## config.mk

```make
export PLATFORM = sky130hd
export DESIGN_NAME = smm_front
export DESIGN_NICKNAME = d
export VERILOG_FILES = /design/src/design/square_matrix_multiply_macros.svh /design/src/design/smm_pkg.sv /design/src/design/smm_front.sv
export SDC_FILE = /design/constraint.sdc
export NUM_CORES = 1
export LEC_CHECK = 0
export BUFFER_PORTS_ARGS = -buffer_cell sky130_fd_sc_hd__clkbuf_2
export CORE_UTILIZATION = 34
export DETAILED_ROUTE_END_ITERATION = 10
export PLACE_DENSITY = 0.89
export SYNTH_ARGS = -nofsm -noshare
export SYNTH_HDL_FRONTEND = slang
export SYNTH_SLANG_ARGS = --single-unit
```

## constraint.sdc

```tcl
create_clock -name clock -period 3.8 [get_ports clock]
set_input_delay 0.57 -clock clock [delete_from_list [all_inputs] [get_ports clock]]
set_output_delay 0.57 -clock clock [all_outputs]
set_load 0.03 [all_outputs]
```

## src/design/square_matrix_multiply_macros.svh

```systemverilog
// ---------------------------------------------------------------------------
// Square matrix multiply assertion macros
// Concurrent checks clocked on clock and held off during reset.
// ---------------------------------------------------------------------------
`ifndef SQUARE_MATRIX_MULTIPLY_MACROS_SVH
`define SQUARE_MATRIX_MULTIPLY_MACROS_SVH

`ifndef ASSERT_OFF
`define SMM_ASSERT(label, prop) \
   label: assert property (@(posedge clock) disable iff (reset) (prop)) \
      else $error("square_matrix_multiply: check failed");
`define SMM_ASSERT_IMPL(label, ante, cons) \
   label: assert property (@(posedge clock) disable iff (reset) (ante) |-> (cons)) \
      else $error("square_matrix_multiply: check failed");
`define SMM_ASSERT_NEXT(label, ante, cons) \
   label: assert property (@(posedge clock) disable iff (reset) (ante) |=> (cons)) \
      else $error("square_matrix_multiply: check failed");
`else
`define SMM_ASSERT(label, prop)
`define SMM_ASSERT_IMPL(label, ante, cons)
`define SMM_ASSERT_NEXT(label, ante, cons)
`endif

`endif

```

## src/design/smm_pkg.sv

```systemverilog
// ---------------------------------------------------------------------------
// Square matrix multiply package
// Field widths, operation codes, defaults and the command word type.
// ---------------------------------------------------------------------------
package smm_pkg;

   localparam int MAX_SIZE_DEFAULT      = 32;
   localparam int ELEMENT_WIDTH_DEFAULT = 16;
   localparam int RESULT_LIMIT          = 32;
   localparam int QUEUE_DEPTH           = 4;

   localparam int OP_W     = 2;
   localparam int INDEX_W  = 5;
   localparam int VALUE_W  = 16;
   localparam int SIZE_W   = 6;
   localparam int RESULT_W = 32;

   localparam logic [OP_W-1:0] OP_LOAD_A  = 2'd0;
   localparam logic [OP_W-1:0] OP_LOAD_B  = 2'd1;
   localparam logic [OP_W-1:0] OP_COMPUTE = 2'd2;

   localparam logic [SIZE_W-1:0] ACTIVE_SIZE_RESET = 6'd32;

   typedef struct packed {
      logic [OP_W-1:0]    kind;
      logic [INDEX_W-1:0] row;
      logic [INDEX_W-1:0] col;
      logic [VALUE_W-1:0] value;
      logic [SIZE_W-1:0]  size;
   } cmd_type;

   typedef struct packed {
      logic    valid;
      cmd_type cmd;
   } queue_head_type;

endpackage

```

## src/design/smm_front.sv

```systemverilog
// ---------------------------------------------------------------------------
// Square matrix multiply front end
// Holds the size register, takes request words and queues the useful ones.
// ---------------------------------------------------------------------------
module smm_front import smm_pkg::*; #(
   parameter int MAX_SIZE = MAX_SIZE_DEFAULT
) (
   input  logic                      clock,
   input  logic                      reset,
   input  logic                      req_valid,
   output logic                      req_ready,
   input  logic [OP_W-1:0]           req_operation,
   input  logic [INDEX_W-1:0]        req_row_index,
   input  logic [INDEX_W-1:0]        req_col_index,
   input  logic signed [VALUE_W-1:0] req_element_value,
   input  logic                      csr_valid,
   output logic                      csr_ready,
   input  logic [SIZE_W-1:0]         csr_active_size,
   input  logic                      queue_full,
   output logic                      push,
   output cmd_type                   push_cmd
);

   localparam int SIZE_LIMIT = (MAX_SIZE < RESULT_LIMIT) ? MAX_SIZE : RESULT_LIMIT;
   localparam int RANGE_W    = 8;

   logic [SIZE_W-1:0] active_size_ff;
   logic [SIZE_W-1:0] active_size_in;
   logic [SIZE_W-1:0] eff_size;
   logic              in_range;
   logic              keep;

   always_comb begin
      active_size_in = active_size_ff;
      if (csr_valid && csr_ready) begin
         active_size_in = csr_active_size;
      end
   end

   always_ff @(posedge clock) begin
      if (reset) begin
         active_size_ff <= ACTIVE_SIZE_RESET;
      end else begin
         active_size_ff <= active_size_in;
      end
   end

   // clamp the register to the usable size
   always_comb begin
      if (active_size_ff == '0) begin
         eff_size = SIZE_W'(1);
      end else if (active_size_ff > SIZE_W'(SIZE_LIMIT)) begin
         eff_size = SIZE_W'(SIZE_LIMIT);
      end else begin
         eff_size = active_size_ff;
      end
   end

   assign in_range = (RANGE_W'(req_row_index) < RANGE_W'(MAX_SIZE)) &&
                     (RANGE_W'(req_col_index) < RANGE_W'(MAX_SIZE));

   always_comb begin
      case (req_operation)
         OP_LOAD_A, OP_LOAD_B: keep = in_range;
         OP_COMPUTE:           keep = SIZE_W'(req_row_index) < eff_size;
         default:              keep = 1'b0;
      endcase
   end

   // drop words that do nothing
   assign csr_ready      = 1'b1;
   assign req_ready      = !queue_full;
   assign push           = req_valid && req_ready && keep;
   assign push_cmd.kind  = req_operation;
   assign push_cmd.row   = req_row_index;
   assign push_cmd.col   = req_col_index;
   assign push_cmd.value = req_element_value;
   assign push_cmd.size  = eff_size;

endmodule

```

==> metrics.txt <==
run status finished, final reports clean; Yosys top cell by area buf_4; Worst Reg2Reg Path Length in Cells 2; fin crit period roughly 2.6 ns; FF-to-FF Start active_size_ff[5]; hold path depth 2; Synth Register Bits 6; HP Start active_size_ff[0]; Hold Vio Cnt, Final 0; crit share post-route 0.6916; signal arrival time at the worst endpoint approximately 2.1 ns; H-Tree Depth 1; DRT antenna net count 0; Seq/Total Area, Yosys 0.1951; clk sinks 6; Worst-Skew Late Latency 0.24 ns; most frequent cell after synthesis buf_4; vias roughly 440; synth top area cells buf_4 (35%), dfxtp_1 (20%), ha_1 (8.1%), mux2i_1 (8.1%), nor2_1 (6.1%); Routed WL about 1000 µm; WS Path Type register to output port; Critical-path top delay cell dfxtp_1; hold endpoint active_size_ff[0]; initial antenna violation count 0; CTS max path bufs 2; # DRC 0; die height between 40 and 50 µm; area of the core about 1700 µm²; Clock Pin Slew Worst Setup and Hold Paths 0.04 ns; critical path required time 3.23 ns; CTS tree yes; vias in the first global route 406; reg2reg setup slack approximately 2.9 ns; post-synth net total between 100 and 150; IO Port Bufs 32; P_leak between 0.3 and 0.4 nW; CP Capture Type output port; clk_skew 0 ns; Top reg by flops active_size_ff; Final Wtd Congestion around 0.75; Antenna diodes 0; Setup Fix Bufs, Post-CTS 0; Switching Share 0.3218; Final Max Tran Viols 0; Iter 0 DRT Violations 4; I/O pins 76; CP Cell Sequence or2b_1 > ha_1 > a21o_1 > a21oi_1 > nor2_1 > o32ai_2 > clkbuf_2; pin count of the biggest net entering global routing 10; hold buffer count at CTS 0; Psw a little under 0.06 mW; share of cells above drive strength 1 0.4750; sequential group share of total power 0.385; unrepaired setup endpoints after global routing no; post-synthesis cell area approximately 620 µm²; first-pass GRT wire length between 1500 and 2000 µm; # rows 15; CTS buffer count 3; final count of negative-setup-slack endpoints 0; Critical Path Max Stage Delay 0.36 ns; Yosys cell types 20; commonest cells in the netlist buf_4 (29), nor2_1 (10), dfxtp_1 (6); Async SR Flop Fraction 0; Regs by FF count active_size_ff (6); Worst Path Max Fanout 9; die area a little under 2000 µm²; YS warnings 0; ys flop type dfxtp_1; HP Class register to register; reg2reg end active_size_ff[5]; total congestion overflow 0; crit start category register; layout net count roughly 130; Worst IR Drop VDD 0.0001246 V; internal power about 0.13 mW; Yosys top cell area share 0.3537; dpl hpwl around 900 µm; max-cap violations 0; aggregate global-route resource usage 0.1123; Synth Area per Inst around 8.1 µm²; chip width 44.55 µm; vias per cell 4.210; utilization after layout 0.3538; CTS root buffer clkbuf_4; Syn-to-layout area delta -1.829%; Mapped Cells 76; Resize count post-CTS 0; DR pass1 iterations 4; drt wl/cell 9.933 µm; Logic pwr share 0.303; clock power share 0.311; Setup TNS 0 ns; Pwr Density 305.3 nW/µm²; max reg flops 6; Fmax 0.3805 GHz; Post-synth EDFFs 0; initial core utilization 0.3604
==> through the flow <==
| stage | hold WS [ns] | power (mW) | worst slack [ns] | std cells | instance area, µm² |
|---|---|---|---|---|---|
| after floorplan | 0.4611 | 0.1558 | 1.473 | 76 | 615.6 |
| after detailed placement | 0.5141 | 0.1290 | 1.349 | 102 | 581.8 |
| after global placement | 0.4809 | 0.1274 | 1.396 | 102 | 581.8 |
| after global routing | 0.5461 | 0.1959 | 1.034 | 105 | 604.3 |
| final | 0.5213 | 0.1845 | 1.172 | 105 | 604.3 |
| after CTS | 0.5262 | 0.1874 | 1.141 | 105 | 604.3 |
==> power groups by stage <==
stage	Clock [mW]	Combinational, mW	Sequential, mW
floorplan	0	0.0847	0.0711
global placement	0	0.0555	0.0719
detailed placement	0	0.0567	0.0724
CTS	0.0595	0.0567	0.0712
global route	0.0626	0.0614	0.0719
finish	0.0575	0.0560	0.0711
==> critical path, delay by kind of cell (launching register included) <==
family,cells,cell delay (ns)
AOI/OAI and AO/OA,3,0.58
adders and majority gates,1,0.30
buffers and inverters,1,0.25
DFF,1,0.36
and+or+nand+nor,2,0.33
==> metal layers <==
metal | up-vias | GRT usage | wire, µm
met5 | - | 0 | 0
li1 | 224 | - | -
met2 | 21 | 0.1941 | 550
met3 | 4 | 0.03265 | 99
met1 | 193 | 0.1078 | 383
met4 | 0 | 0.09697 | 9
==> area by class of cell <==
cell class	count	area [µm²]
clock buffer	3	22.52
fill	191	1104
inverter	5	18.77
multi-input combinational	34	251.5
sequential	6	120.1
tap	25	31.28
timing repair buffer	32	160.2
==> cell usage in the layout, fill, tap and decap left out <==
master and instances:
a211o_1 1, a21o_1 1, a21oi_1 1, clkbuf_2 32, clkbuf_4 3, conb_1 1, dfxtp_1 6, ha_1 4
inv_1 5, mux2i_1 5, nand2_1 1, nand2b_1 3, nand4b_1 1, nor2_1 10, nor2b_1 1, nor4_2 1
o31a_1 1, o32ai_2 1, or2_2 1, or2b_1 1
==> cell families (layout without fill, tap and decap cells) <==
logic type	Yosys count	after routing	synth area share
flip-flops	6	6	0.1951
multiplexers	5	5	0.08130
AO/OA/AOI/OAI	5	5	0.07521
other	1	1	0.006092
buffers and inverters	36	40	0.3964
adder cells (fa/ha/maj)	4	4	0.08130
AND/OR/NAND/NOR	19	19	0.1647
==> worst max path at each step <==
stage	cells after the start	end	from
6_report	7	push	active_size_ff[5]
5_1_grt	7	push	active_size_ff[5]
4_1_cts	7	push	active_size_ff[5]
3_5_place_dp	7	push	req_row_index[3]
3_3_place_gp	7	push	req_row_index[3]
2_1_floorplan	5	push	req_row_index[3]
Note: power is estimated with default switching activity, not from simulation.
