===== src/design/square_matrix_multiply_macros.svh =====
// ---------------------------------------------------------------------------
// Square matrix multiply assertion macros
// Concurrent checks clocked on clock and held off during reset.
// ---------------------------------------------------------------------------
`ifndef SQUARE_MATRIX_MULTIPLY_MACROS_SVH
`define SQUARE_MATRIX_MULTIPLY_MACROS_SVH

`ifndef ASSERT_OFF
`define SMM_ASSERT(label, prop) \
   label: assert property (@(posedge clock) disable iff (reset) (prop)) \
      else $error("square_matrix_multiply: check failed");
`define SMM_ASSERT_IMPL(label, ante, cons) \
   label: assert property (@(posedge clock) disable iff (reset) (ante) |-> (cons)) \
      else $error("square_matrix_multiply: check failed");
`define SMM_ASSERT_NEXT(label, ante, cons) \
   label: assert property (@(posedge clock) disable iff (reset) (ante) |=> (cons)) \
      else $error("square_matrix_multiply: check failed");
`else
`define SMM_ASSERT(label, prop)
`define SMM_ASSERT_IMPL(label, ante, cons)
`define SMM_ASSERT_NEXT(label, ante, cons)
`endif

`endif


===== src/design/smm_pkg.sv =====
// ---------------------------------------------------------------------------
// Square matrix multiply package
// Field widths, operation codes, defaults and the command word type.
// ---------------------------------------------------------------------------
package smm_pkg;

   localparam int MAX_SIZE_DEFAULT      = 32;
   localparam int ELEMENT_WIDTH_DEFAULT = 16;
   localparam int RESULT_LIMIT          = 32;
   localparam int QUEUE_DEPTH           = 4;

   localparam int OP_W     = 2;
   localparam int INDEX_W  = 5;
   localparam int VALUE_W  = 16;
   localparam int SIZE_W   = 6;
   localparam int RESULT_W = 32;

   localparam logic [OP_W-1:0] OP_LOAD_A  = 2'd0;
   localparam logic [OP_W-1:0] OP_LOAD_B  = 2'd1;
   localparam logic [OP_W-1:0] OP_COMPUTE = 2'd2;

   localparam logic [SIZE_W-1:0] ACTIVE_SIZE_RESET = 6'd32;

   typedef struct packed {
      logic [OP_W-1:0]    kind;
      logic [INDEX_W-1:0] row;
      logic [INDEX_W-1:0] col;
      logic [VALUE_W-1:0] value;
      logic [SIZE_W-1:0]  size;
   } cmd_type;

   typedef struct packed {
      logic    valid;
      cmd_type cmd;
   } queue_head_type;

endpackage


===== src/design/smm_queue.sv =====
// ---------------------------------------------------------------------------
// Square matrix multiply command queue
// Small FIFO of command words between the front end and the back end.
// ---------------------------------------------------------------------------
`include "square_matrix_multiply_macros.svh"

module smm_queue import smm_pkg::*; (
   input  logic           clock,
   input  logic           reset,
   input  logic           push,
   input  cmd_type        push_cmd,
   output logic           full,
   input  logic           pop,
   output queue_head_type head
);

   localparam int PTR_W = $clog2(QUEUE_DEPTH);
   localparam int CNT_W = PTR_W + 1;

   cmd_type          slots_ff [QUEUE_DEPTH];
   logic [PTR_W-1:0] wr_ptr_ff;
   logic [PTR_W-1:0] wr_ptr_in;
   logic [PTR_W-1:0] rd_ptr_ff;
   logic [PTR_W-1:0] rd_ptr_in;
   logic [CNT_W-1:0] count_ff;
   logic [CNT_W-1:0] count_in;

   assign full       = count_ff == CNT_W'(QUEUE_DEPTH);
   assign head.valid = count_ff != '0;
   assign head.cmd   = slots_ff[rd_ptr_ff];

   always_comb begin
      wr_ptr_in = push ? wr_ptr_ff + PTR_W'(1) : wr_ptr_ff;
      rd_ptr_in = pop ? rd_ptr_ff + PTR_W'(1) : rd_ptr_ff;
      case ({push, pop})
         2'b10:   count_in = count_ff + CNT_W'(1);
         2'b01:   count_in = count_ff - CNT_W'(1);
         default: count_in = count_ff;
      endcase
   end

   always_ff @(posedge clock) begin
      if (reset) begin
         wr_ptr_ff <= '0;
         rd_ptr_ff <= '0;
         count_ff  <= '0;
      end else begin
         wr_ptr_ff <= wr_ptr_in;
         rd_ptr_ff <= rd_ptr_in;
         count_ff  <= count_in;
      end
   end

   always_ff @(posedge clock) begin
      if (push) begin
         slots_ff[wr_ptr_ff] <= push_cmd;
      end
   end

   `SMM_ASSERT(a_count_bound, count_ff <= CNT_W'(QUEUE_DEPTH))
   `SMM_ASSERT_IMPL(a_pop_nonempty, pop, count_ff != '0)

endmodule


===== config.mk =====
export PLATFORM = sky130hd
export DESIGN_NAME = smm_queue
export DESIGN_NICKNAME = d
export VERILOG_FILES = /design/src/design/smm_pkg.sv /design/src/design/smm_queue.sv
export VERILOG_INCLUDE_DIRS = /design/src /design/src/design
export SDC_FILE = /design/constraint.sdc
export NUM_CORES = 1
export LEC_CHECK = 0
export BUFFER_PORTS_ARGS = -buffer_cell sky130_fd_sc_hd__buf_2
export CAP_MARGIN = 30
export CORE_ASPECT_RATIO = 1.25
export CORE_MARGIN = 2
export CORE_UTILIZATION = 40
export CTS_BUF_LIST = sky130_fd_sc_hd__clkbuf_4 sky130_fd_sc_hd__clkbuf_8
export DETAILED_ROUTE_END_ITERATION = 10
export SLEW_MARGIN = 20
export SYNTH_ARGS = -nofsm -noshare
export SYNTH_HDL_FRONTEND = slang
export SYNTH_SLANG_ARGS = --single-unit
export TNS_END_PERCENT = 50

===== constraint.sdc =====
create_clock -name clock -period 2.84 [get_ports clock]
set_input_delay 0.142 -clock clock [delete_from_list [all_inputs] [get_ports clock]]
set_output_delay 0.142 -clock clock [all_outputs]
set_load 0.01 [all_outputs]

==> results.toml, run 1 <==
[run_status]
outcome = "finished clean"

[logic_synthesis]
synth.distinct_cells = 21
ys_top_cells_by_area = "edfxtp_1 76%, mux4_2 13%, dfxtp_1 3.3%"
yosys_warnings = 0
ys_seq_area_share_pct = 79.2
syn_area_per_cell_um2 = 24.4
synth_top_area_share_pct = 75.9
syn-cell-area_mm2 = 0.00538
synthCells = 221
ys_ff_latch = 145
synth_area_leader_cell = "edfxtp_1"
syn-num-nets = 265

[sta]
worstMarginPinSlew_ns = 0.532
hold_viol = 0
max_freq_mhz = 450
post-route-period-util_pct = 78.3
post-route-min-period_ns = 2.22
clock_skew_ns = 0.0115
max_slew_margin_pct = 64.5
rsz0062_at_grt = "no"
setup_viol = 0
tns_ns = 0
maxSlewViolCount = 0

[routing]
met2WireLength_um = 4880
dr.pass1.iters = 4
viasPerCell = 4.80
drtAntennaViolNets = 0
route.met3.wl_um = 438
avgRoutedWirePerCell_um = 17.5
dr_total_vias = 2558
wl_met1_um = 3890
drtIter0Drc = 163
drt-total-wl_um = 9350
highest_layer = "met4"
drc = 0

[floorplanning]
core-area_mm2 = 0.0132
ios = 74
die_y_um = 134
dieArea_mm2 = 0.0144
rows = 47
start_util_pct = 40.9
die_w_um = 108

[cts]
clockRootBuffer = "clkbuf_8"
cts_buffer_depth = 2
cts_sinks = 145
path_clk_slew_ns = 0.08
worstSkewPairLatency_ns = 0.43
cts.htree.levels = 4
cts_made_buffers = 17
postCtsSetupRepairBufs = 0
cts_tree = "yes"

[finish]
stdcell_area_mm2 = 0.00676
drive_gt1_share_pct = 41.3
final_cells = 533
multiInputGateArea_mm2 = 0.00102
seq_area_mm2 = 0.00427
fill_cells = 1099
final_common_cell = "edfxtp_1"
area_growth_pct = 25.7
most-common-layout-cells = "136 x edfxtp_1, 73 x buf_2, 35 x dlygate4sd3_1, 30 x mux4_2, 17 x clkbuf_8"
fin_nets = 392

[power]
clockPowerShare_pct = 37.7
switchingPower_w = 0.00103
peakVddDrop_uv = 397
p_sw_share_pct = 21.5
internal_power_w = 0.00375
p_per_area_mw_per_mm2 = 706
seqPwrFrac_pct = 52.2
leakage_nw = 2.36
p_comb_share_pct = 10.1

[place]
place_inst = 465
routabilityCongestion = 0.640
place_area_mm2 = 0.00595
io_buffers = 73
hpwl_um = 5670

[global_routing]
grt_pass1_wl_um = 14700
grt_pass1_vias = 2761
overflow = 0
antenna_found_initial = 1
grtUsageTotal_pct = 14.1
grt_start_max_net_pins = 27

[worst_setup_path]
r2r_slack_ns = 1.08
r2r-start = "wr_ptr_ff[0]$_SDFFE_PP0P_"
critical_path_class = "flop to output pin"
worstPathRequired_ns = 2.70
cp_max_fo = 26
r2r_end = "slots_ff[3][14]$_DFFE_PP_"
worstPathArrival_ns = 2.08
cp-start-kind = "flop"
reg2reg_depth = 3
endpoint_kind = "output pin"

[flow_run]
cap_violations = 0

[worst_hold_path]
hold_start = "pop"
min_to = "rd_ptr_ff[0]$_SDFFE_PP0P_"
whs_path_depth = 3
min_path_type = "input port to flop"
routing by layer:
layer,up-vias,track usage [%]
met2,66,23.0
met1,1305,17.8
met3,10,4.21
li1,1177,-
met4,0,5.34
met5,-,0
power groups by stage:
stage / Clock, W / Sequential (W) / Combinational (W)
2_1_floorplan: 0 / 0.00252 / 0.000297
3_3_place_gp: 0 / 0.00254 / 0.000449
5_1_grt: 0.00193 / 0.00251 / 0.000526
3_5_place_dp: 0 / 0.00254 / 0.000453
6_report: 0.00180 / 0.00249 / 0.000481
4_1_cts: 0.00185 / 0.00250 / 0.000493
cell usage after synthesis:
cell type and n:
mux4_1 4, a21oi_1 1, and2_1 4, xnor2_1 3, mux2i_1 2, or3_1 2, edfxtp_1 136, o21ai_0 1
dfxtp_1 9, nor3b_1 1, nand2_1 1, nor2_1 7, fa_1 1, buf_12 3, mux4_2 30, ha_1 5
clkbuf_1 2, buf_6 1, inv_1 3, buf_2 3, xor2_1 2
worst max-delay path by stage:
stage	start	end	slack [ns]	cells after the start
after floorplan	wr_ptr_ff[0]$_SDFFE_PP0P_	slots_ff[2][0]$_DFFE_PP_	1.07	3
after global placement	flop	head[32]	1.05	3
after detailed placement	flop	head[32]	1.05	3
after CTS	flop	head[32]	0.56	3
after global routing	flop	head[32]	0.49	3
final	flop	head[32]	0.62	3
worst max-delay path, stage by stage, from the launching register on:
cell and delay, ns:
dfxtp_2 0.55, buf_12 0.29, mux4_1 0.64, buf_2 0.17
cells by family (layout without fill, tap and decap cells):
| group | Yosys count | in the layout | synth area share, % |
|---|---|---|---|
| adders and majority gates | 6 | 6 | 1.53 |
| xor gates and xnor gates | 5 | 5 | 0.814 |
| DFF | 145 | 145 | 79.2 |
| muxes | 36 | 36 | 14.9 |
| AOI/OAI and AO/OA | 2 | 2 | 0.186 |
| buffers and inverters | 12 | 152 | 1.95 |
| other | 0 | 1 | 0 |
| and+or+nand+nor | 15 | 15 | 1.39 |
flip-flops by register name, indices dropped and copies added, names as in the netlist, named ones only:
register and count:
slots_ff 136, count_ff 3, rd_ptr_ff 2, wr_ptr_ff 2
area by class of cell:
type | instances | share of cell area [%]
clock buffers | 18 | 3.57
well taps | 171 | 3.16
flip-flops and latches | 145 | 63.1
clock inverters | 14 | 3.16
inverters | 3 | 0.167
repair buffers | 117 | 11.8
multi-input cells | 64 | 15.0
diodes | 1 | 0.0370
metrics by stage:
step	utilization, %	power, W	hold slack (ns)	worst slack (ns)
finish	51.3	0.00477	0.0253	0.616
floorplan	-	0.00281	0.241	1.07
global placement	45.2	0.00299	0.354	1.05
detailed placement	45.2	0.00300	0.358	1.05
global route	51.3	0.00497	0.0585	0.492
CTS	51.3	0.00484	0.000944	0.564
timing repair:
item,CTS,global route
hold buffers,35,0
resized for setup,0,0
hold endpoints to repair,145,0
Note: power is estimated with default switching activity, not from simulation.
==> inputs of run 2 (changes only) <==
==> constraint.sdc (replaced) <==
create_clock -name clock -period 1.8 [get_ports clock]
set_input_delay 0.09 -clock clock [delete_from_list [all_inputs] [get_ports clock]]
set_output_delay 0.09 -clock clock [all_outputs]
set_load 0.01 [all_outputs]
==> run 2 against run 1 <==
  * The flow now finishes with violations (setup timing)
  * Critical endpoint is now head[33]
  * Utilization up 2.5 points
  * Largest cell class unchanged
  * Design area up 4.8%
  * Routed wire length up 1.9%
  * Highest routed layer unchanged
  * Critical path depth up 1
  * Setup slack worse by 0.68 ns
  * Combinational power up 110%
==> results.toml, run 2 (same netlist as run 1, synthesis figures left out) <==
[worst_setup_path]
endpoint_kind = "output pin"
worstPathCellList = "buf_12, buf_12, mux4_2, buf_6"
r2r-start = "count_ff[0]$_SDFFE_PP0P_"
worstPathRequired_ns = 1.71
cpPeakStageDelay_ns = 0.54
critPathSlowestCell = "mux4_2"
worstPathArrival_ns = 1.77
cp-start-kind = "flop"
critical_path_class = "flop to output pin"
cp_max_fo = 6
crit_top_cell = "buf_12"

[floorplanning]
die_y_um = 134
rows = 47
ios = 74
core-area_mm2 = 0.0132
dieArea_mm2 = 0.0144
start_util_pct = 40.9
die_w_um = 108

[place]
routabilityCongestion = 0.651
place_ws_ns = 0.185
io_buffers = 73
hpwl_um = 5440
place_area_mm2 = 0.00598
place_inst = 467

[global_routing]
grt_start_max_net_pins = 35
grt_pass1_vias = 2948
overflow = 0
antenna_found_initial = 0
grt_pass1_wl_um = 15200
grtUsageTotal_pct = 14.6

[sta]
worstMarginPinSlew_ns = 0.333
hold_viol = 0
max_freq_mhz = 537
clock_skew_ns = 0.00863
setup_viol = 22
post-route-period-util_pct = 103
rsz0062_at_grt = "yes"
max_slew_margin_pct = 77.8
fin_ws_ns = -0.0616
maxSlewViolCount = 0
post-route-min-period_ns = 1.86

[finish]
n_antenna_cell = 0
drive_gt1_share_pct = 42.8
fin_nets = 402
stdcell_area_mm2 = 0.00709
area_growth_pct = 31.7
regMostFlops = "slots_ff"
largest_reg_flops = 136
fill_cells = 1060
top_regs = "slots_ff (136), count_ff (3)"
most-common-layout-cells = "136 x edfxtp_1, 47 x buf_2, 37 x dlygate4sd3_1, 34 x mux4_2, 25 x buf_6"
final_cells = 540
final_common_cell = "edfxtp_1"

[routing]
avgRoutedWirePerCell_um = 17.6
dr.pass1.iters = 4
viasPerCell = 4.87
drtAntennaViolNets = 0
drtIter0Drc = 101
drc = 0
drt-total-wl_um = 9530
dr_total_vias = 2631

[power]
p_per_area_mw_per_mm2 = 1080
leakage_nw = 2.47
peakVddDrop_uv = 547

[cts]
cts_made_buffers = 17
cts.htree.levels = 4
worstSkewPairLatency_ns = 0.42
cts_sinks = 145
cts_buffer_depth = 2
clockRootBuffer = "clkbuf_8"
cts_tree = "yes"
path_clk_slew_ns = 0.07

[worst_hold_path]
min_path_type = "input port to flop"
hold_start = "push_cmd[32]"

[run_status]
failed_checks = "setup timing"
outcome = "finished with violations"

[flow_run]
cap_violations = 0
-- run 2: cell count changes in the layout (fill, tap and decap cells not counted), sizes merged --
cell | before | now
dlygate4sd3 | 35 | 37
clkinv | 7 | 5
clkbuf | 18 | 19
diode | 1 | 0
buf | 82 | 89
-- run 2: power breakdown --
group	leakage (nW)	internal, W	switching (W)
logic	0.935	0.000570	0.000435
registers	1.32	0.00386	0.0000502
clock network	0.213	0.00164	0.00111
total	2.47	0.00607	0.00160
-- run 2: what timing repair did --
item | 4_1_cts | 5_1_grt
gates cloned | 4 | 0
resized for setup | 29 | 15
hold buffers | 37 | 0
setup buffers | 4 | 0
hold endpoints to repair | 145 | 0
endpoints found under the setup margin | 34 | 35
-- run 2: worst max-delay path: cells and delay by family (launching register included) --
kind	cells	cell delay (ns)
buffers and inverters	3	0.43
flip-flops	1	0.38
multiplexers	1	0.54
-- run 2: per-stage QoR --
stage / util (%) / setup TNS, ns / hold WS [ns] / power (W)
after detailed placement: 45.4 / 0 / 0.306 / 0.00474
after global routing: 53.8 / -2.64 / 0.401 / 0.00796
final: 53.8 / -0.617 / 0.415 / 0.00766
after global placement: 45.4 / 0 / 0.301 / 0.00472
after floorplan: - / 0 / 0.189 / 0.00444
after CTS: 53.6 / -2.57 / 0.383 / 0.00773
-- run 2: layout make-up --
cell class / count / area (um2) / area share (%)
Clock inverter: 12 / 191 / 2.70
Inverter: 3 / 11.3 / 0.159
Tap cell: 171 / 214 / 3.02
Timing Repair Buffer: 127 / 1160 / 16.3
Sequential cell: 145 / 4270 / 60.2
Multi-Input combinational cell: 64 / 1000 / 14.1
Clock buffer: 18 / 241 / 3.41
-- run 2: worst paths after layout --
path | to | slack, ns | depth (start not counted)
max reg2reg | count_ff[2]$_SDFFE_PP0P_ | 0.31 | 4
min | slots_ff[0][32]$_DFFE_PP_ | 0.41 | 2
min reg2reg | count_ff[2]$_SDFFE_PP0P_ | 0.51 | 2
max | head[33] | -0.06 | 4
-- run 2: routing by layer --
layer  wire, um  GRT usage (%)
met5          0              0
met4        146           5.98
met3        354           3.57
met2       5150           25.4
met1       3880           17.1
==> inputs of run 3 (changes only) <==
--- a/config.mk
+++ b/config.mk
@@ -8,11 +8,15 @@
 export LEC_CHECK = 0
 export BUFFER_PORTS_ARGS = -buffer_cell sky130_fd_sc_hd__buf_2
 export CAP_MARGIN = 30
+export CELL_PAD_IN_SITES_DETAIL_PLACEMENT = 0
+export CELL_PAD_IN_SITES_GLOBAL_PLACEMENT = 2
 export CORE_ASPECT_RATIO = 1.25
 export CORE_MARGIN = 2
 export CORE_UTILIZATION = 40
 export CTS_BUF_LIST = sky130_fd_sc_hd__clkbuf_4 sky130_fd_sc_hd__clkbuf_8
 export DETAILED_ROUTE_END_ITERATION = 10
+export PLACE_DENSITY_LB_ADDON = 0.1
+export SKIP_LAST_GASP = 1
 export SLEW_MARGIN = 20
 export SYNTH_ARGS = -nofsm -noshare
 export SYNTH_HDL_FRONTEND = slang
==> constraint.sdc (replaced) <==
create_clock -name clock -period 1.8 [get_ports clock]
set_input_delay 0.36 -clock clock [delete_from_list [all_inputs] [get_ports clock]]
set_output_delay 0.36 -clock clock [all_outputs]
set_load 0.01 [all_outputs]
==> run 3 against run 2 <==
  * The run still ends with setup timing left
  * Routed wire length fell by 4.0%
  * Sequential share of layout area rose by 6.2 points
  * Critical path depth fell by 1
  * Clock power fell by 18%
  * Count of clock-buffer cells in the layout did not move
  * Setup slack got worse by 0.17 ns
  * Combinational power fell by 24%
  * Die area did not move
  * Sequential power barely moved
  * Critical endpoint is now head[15]
  * Largest cell class unchanged
  * Highest routed layer unchanged
==> results.toml, run 3 (same netlist as run 1, synthesis figures left out) <==
[cts]
clockRootBuffer = "clkbuf_8"
cts_sinks = 145
cts_made_buffers = 17
path_clk_slew_ns = 0.08
cts.htree.levels = 4
cts_buffer_depth = 2
ctsHoldBuffers = 0
worstSkewPairLatency_ns = 0.42
cts_tree = "yes"

[place]
routabilityCongestion = 0.679
io_buffers = 73
hpwl_um = 5760

[sta]
max_slew_margin_pct = 78.9
clock_skew_ns = 0.00705
rsz0062_at_grt = "yes"
post-route-min-period_ns = 2.03
max_freq_mhz = 492
hold_slack_ns = 0.141
post-route-period-util_pct = 113
tns_ns = -6.89
maxSlewViolCount = 0
worstMarginPinSlew_ns = 0.317
setup_viol = 34
hold_viol = 0
fin_ws_ns = -0.234

[power]
switchingPower_w = 0.00160
seqPwrFrac_pct = 56.3
leakage_nw = 2.21
internal_power_w = 0.00534
clockPowerShare_pct = 32.6
p_per_area_mw_per_mm2 = 1080
p_sw_share_pct = 23.1
p_comb_share_pct = 11.1
peakVddDrop_uv = 450

[routing]
avgRoutedWirePerCell_um = 18.2
drtAntennaViolNets = 0
viasPerCell = 4.83
dr.pass1.iters = 3
drc = 0
drtIter0Drc = 58
dr_total_vias = 2426
drt-total-wl_um = 9150

[floorplanning]
die_w_um = 108
core-area_mm2 = 0.0132
dieArea_mm2 = 0.0144
die_y_um = 134
rows = 47
start_util_pct = 40.9
ios = 74

[worst_setup_path]
critPathBufInv = 2
cp_top_family = "multiplexers"
cp-start-kind = "flop"
cp_max_fo = 13
worstPathArrival_ns = 1.67
endpoint_kind = "output pin"
worstPathCellList = "buf_12, mux4_2, buf_2"
critical_path_class = "flop to output pin"
cpPeakStageDelay_ns = 0.52
critPathSlowestCell = "mux4_2"
worstPathRequired_ns = 1.44

[finish]
final_common_cell = "edfxtp_1"
multiInputGateArea_mm2 = 0.00101
n_antenna_cell = 0
fill_cells = 1143
regMostFlops = "slots_ff"
drive_gt1_share_pct = 47.1
seq_area_mm2 = 0.00427
most-common-layout-cells = "136 x edfxtp_1, 71 x buf_2, 33 x mux4_2, 17 x clkbuf_8"
top_regs = "slots_ff (136), count_ff (3)"
area_growth_pct = 19.5
largest_reg_flops = 136
fin_nets = 362

[global_routing]
antenna_found_initial = 0
grt_start_max_net_pins = 23
grtUsageTotal_pct = 13.9
grt_pass1_wl_um = 14500
grt_pass1_vias = 2659
overflow = 0

[flow_run]
cap_violations = 0

[run_status]
failed_checks = "setup timing"
outcome = "finished with violations"

[worst_hold_path]
min_path_type = "input port to flop"
[run 3: path summary, 6_finish.rpt]
kind / to / slack [ns] / cells after the start / start
max: head[15] / -0.23 / 3 / flop
max reg2reg: count_ff[2]$_SDFFE_PP0P_ / 0.35 / 4 / count_ff[0]$_SDFFE_PP0P_
min: slots_ff[1][20]$_DFFE_PP_ / 0.14 / 1 / push_cmd[20]
min reg2reg: count_ff[2]$_SDFFE_PP0P_ / 0.50 / 2 / count_ff[2]$_SDFFE_PP0P_
[run 3: layout make-up]
cell class / instances / share of cell area, %
Sequential cell: 145 / 66.4
Multi-Input combinational cell: 64 / 15.6
Timing Repair Buffer: 87 / 8.88
Clock buffer: 18 / 3.76
Tap cell: 171 / 3.33
Clock inverter: 14 / 1.81
Inverter: 3 / 0.175
[run 3: through the flow]
stage	util [%]	worst slack, ns	area, um2	instances	power [W]
2_1_floorplan	-	0.0293	5380	221	0.00444
3_3_place_gp	46.1	0.0801	6070	470	0.00476
3_5_place_dp	46.1	0.0515	6070	470	0.00477
4_1_cts	48.8	-0.282	6430	502	0.00706
5_1_grt	48.8	-0.328	6430	502	0.00725
6_report	48.8	-0.234	6430	502	0.00694
[run 3: what timing repair did]
action                                  in CTS  in global routing
resized for setup                            6                  0
setup buffers                                0                  0
endpoints found under the setup margin      34                 34
[run 3: power by group through the flow]
stage	sequential, W	combinational (W)	clock, W
4_1_cts	0.00391	0.000797	0.00235
3_3_place_gp	0.00398	0.000781	0
3_5_place_dp	0.00399	0.000782	0
6_report	0.00391	0.000769	0.00226
5_1_grt	0.00393	0.000845	0.00248
2_1_floorplan	0.00397	0.000468	0
[run 3: routing by layer]
| metal | wire length (um) | share of wire, % | GRT usage (%) |
|---|---|---|---|
| met3 | 454 | 5.0 | 4.55 |
| met1 | 3790 | 41 | 16.3 |
| met5 | 0 | 0 | 0 |
| met4 | 119 | 1.3 | 5.34 |
| met2 | 4780 | 52 | 23.5 |
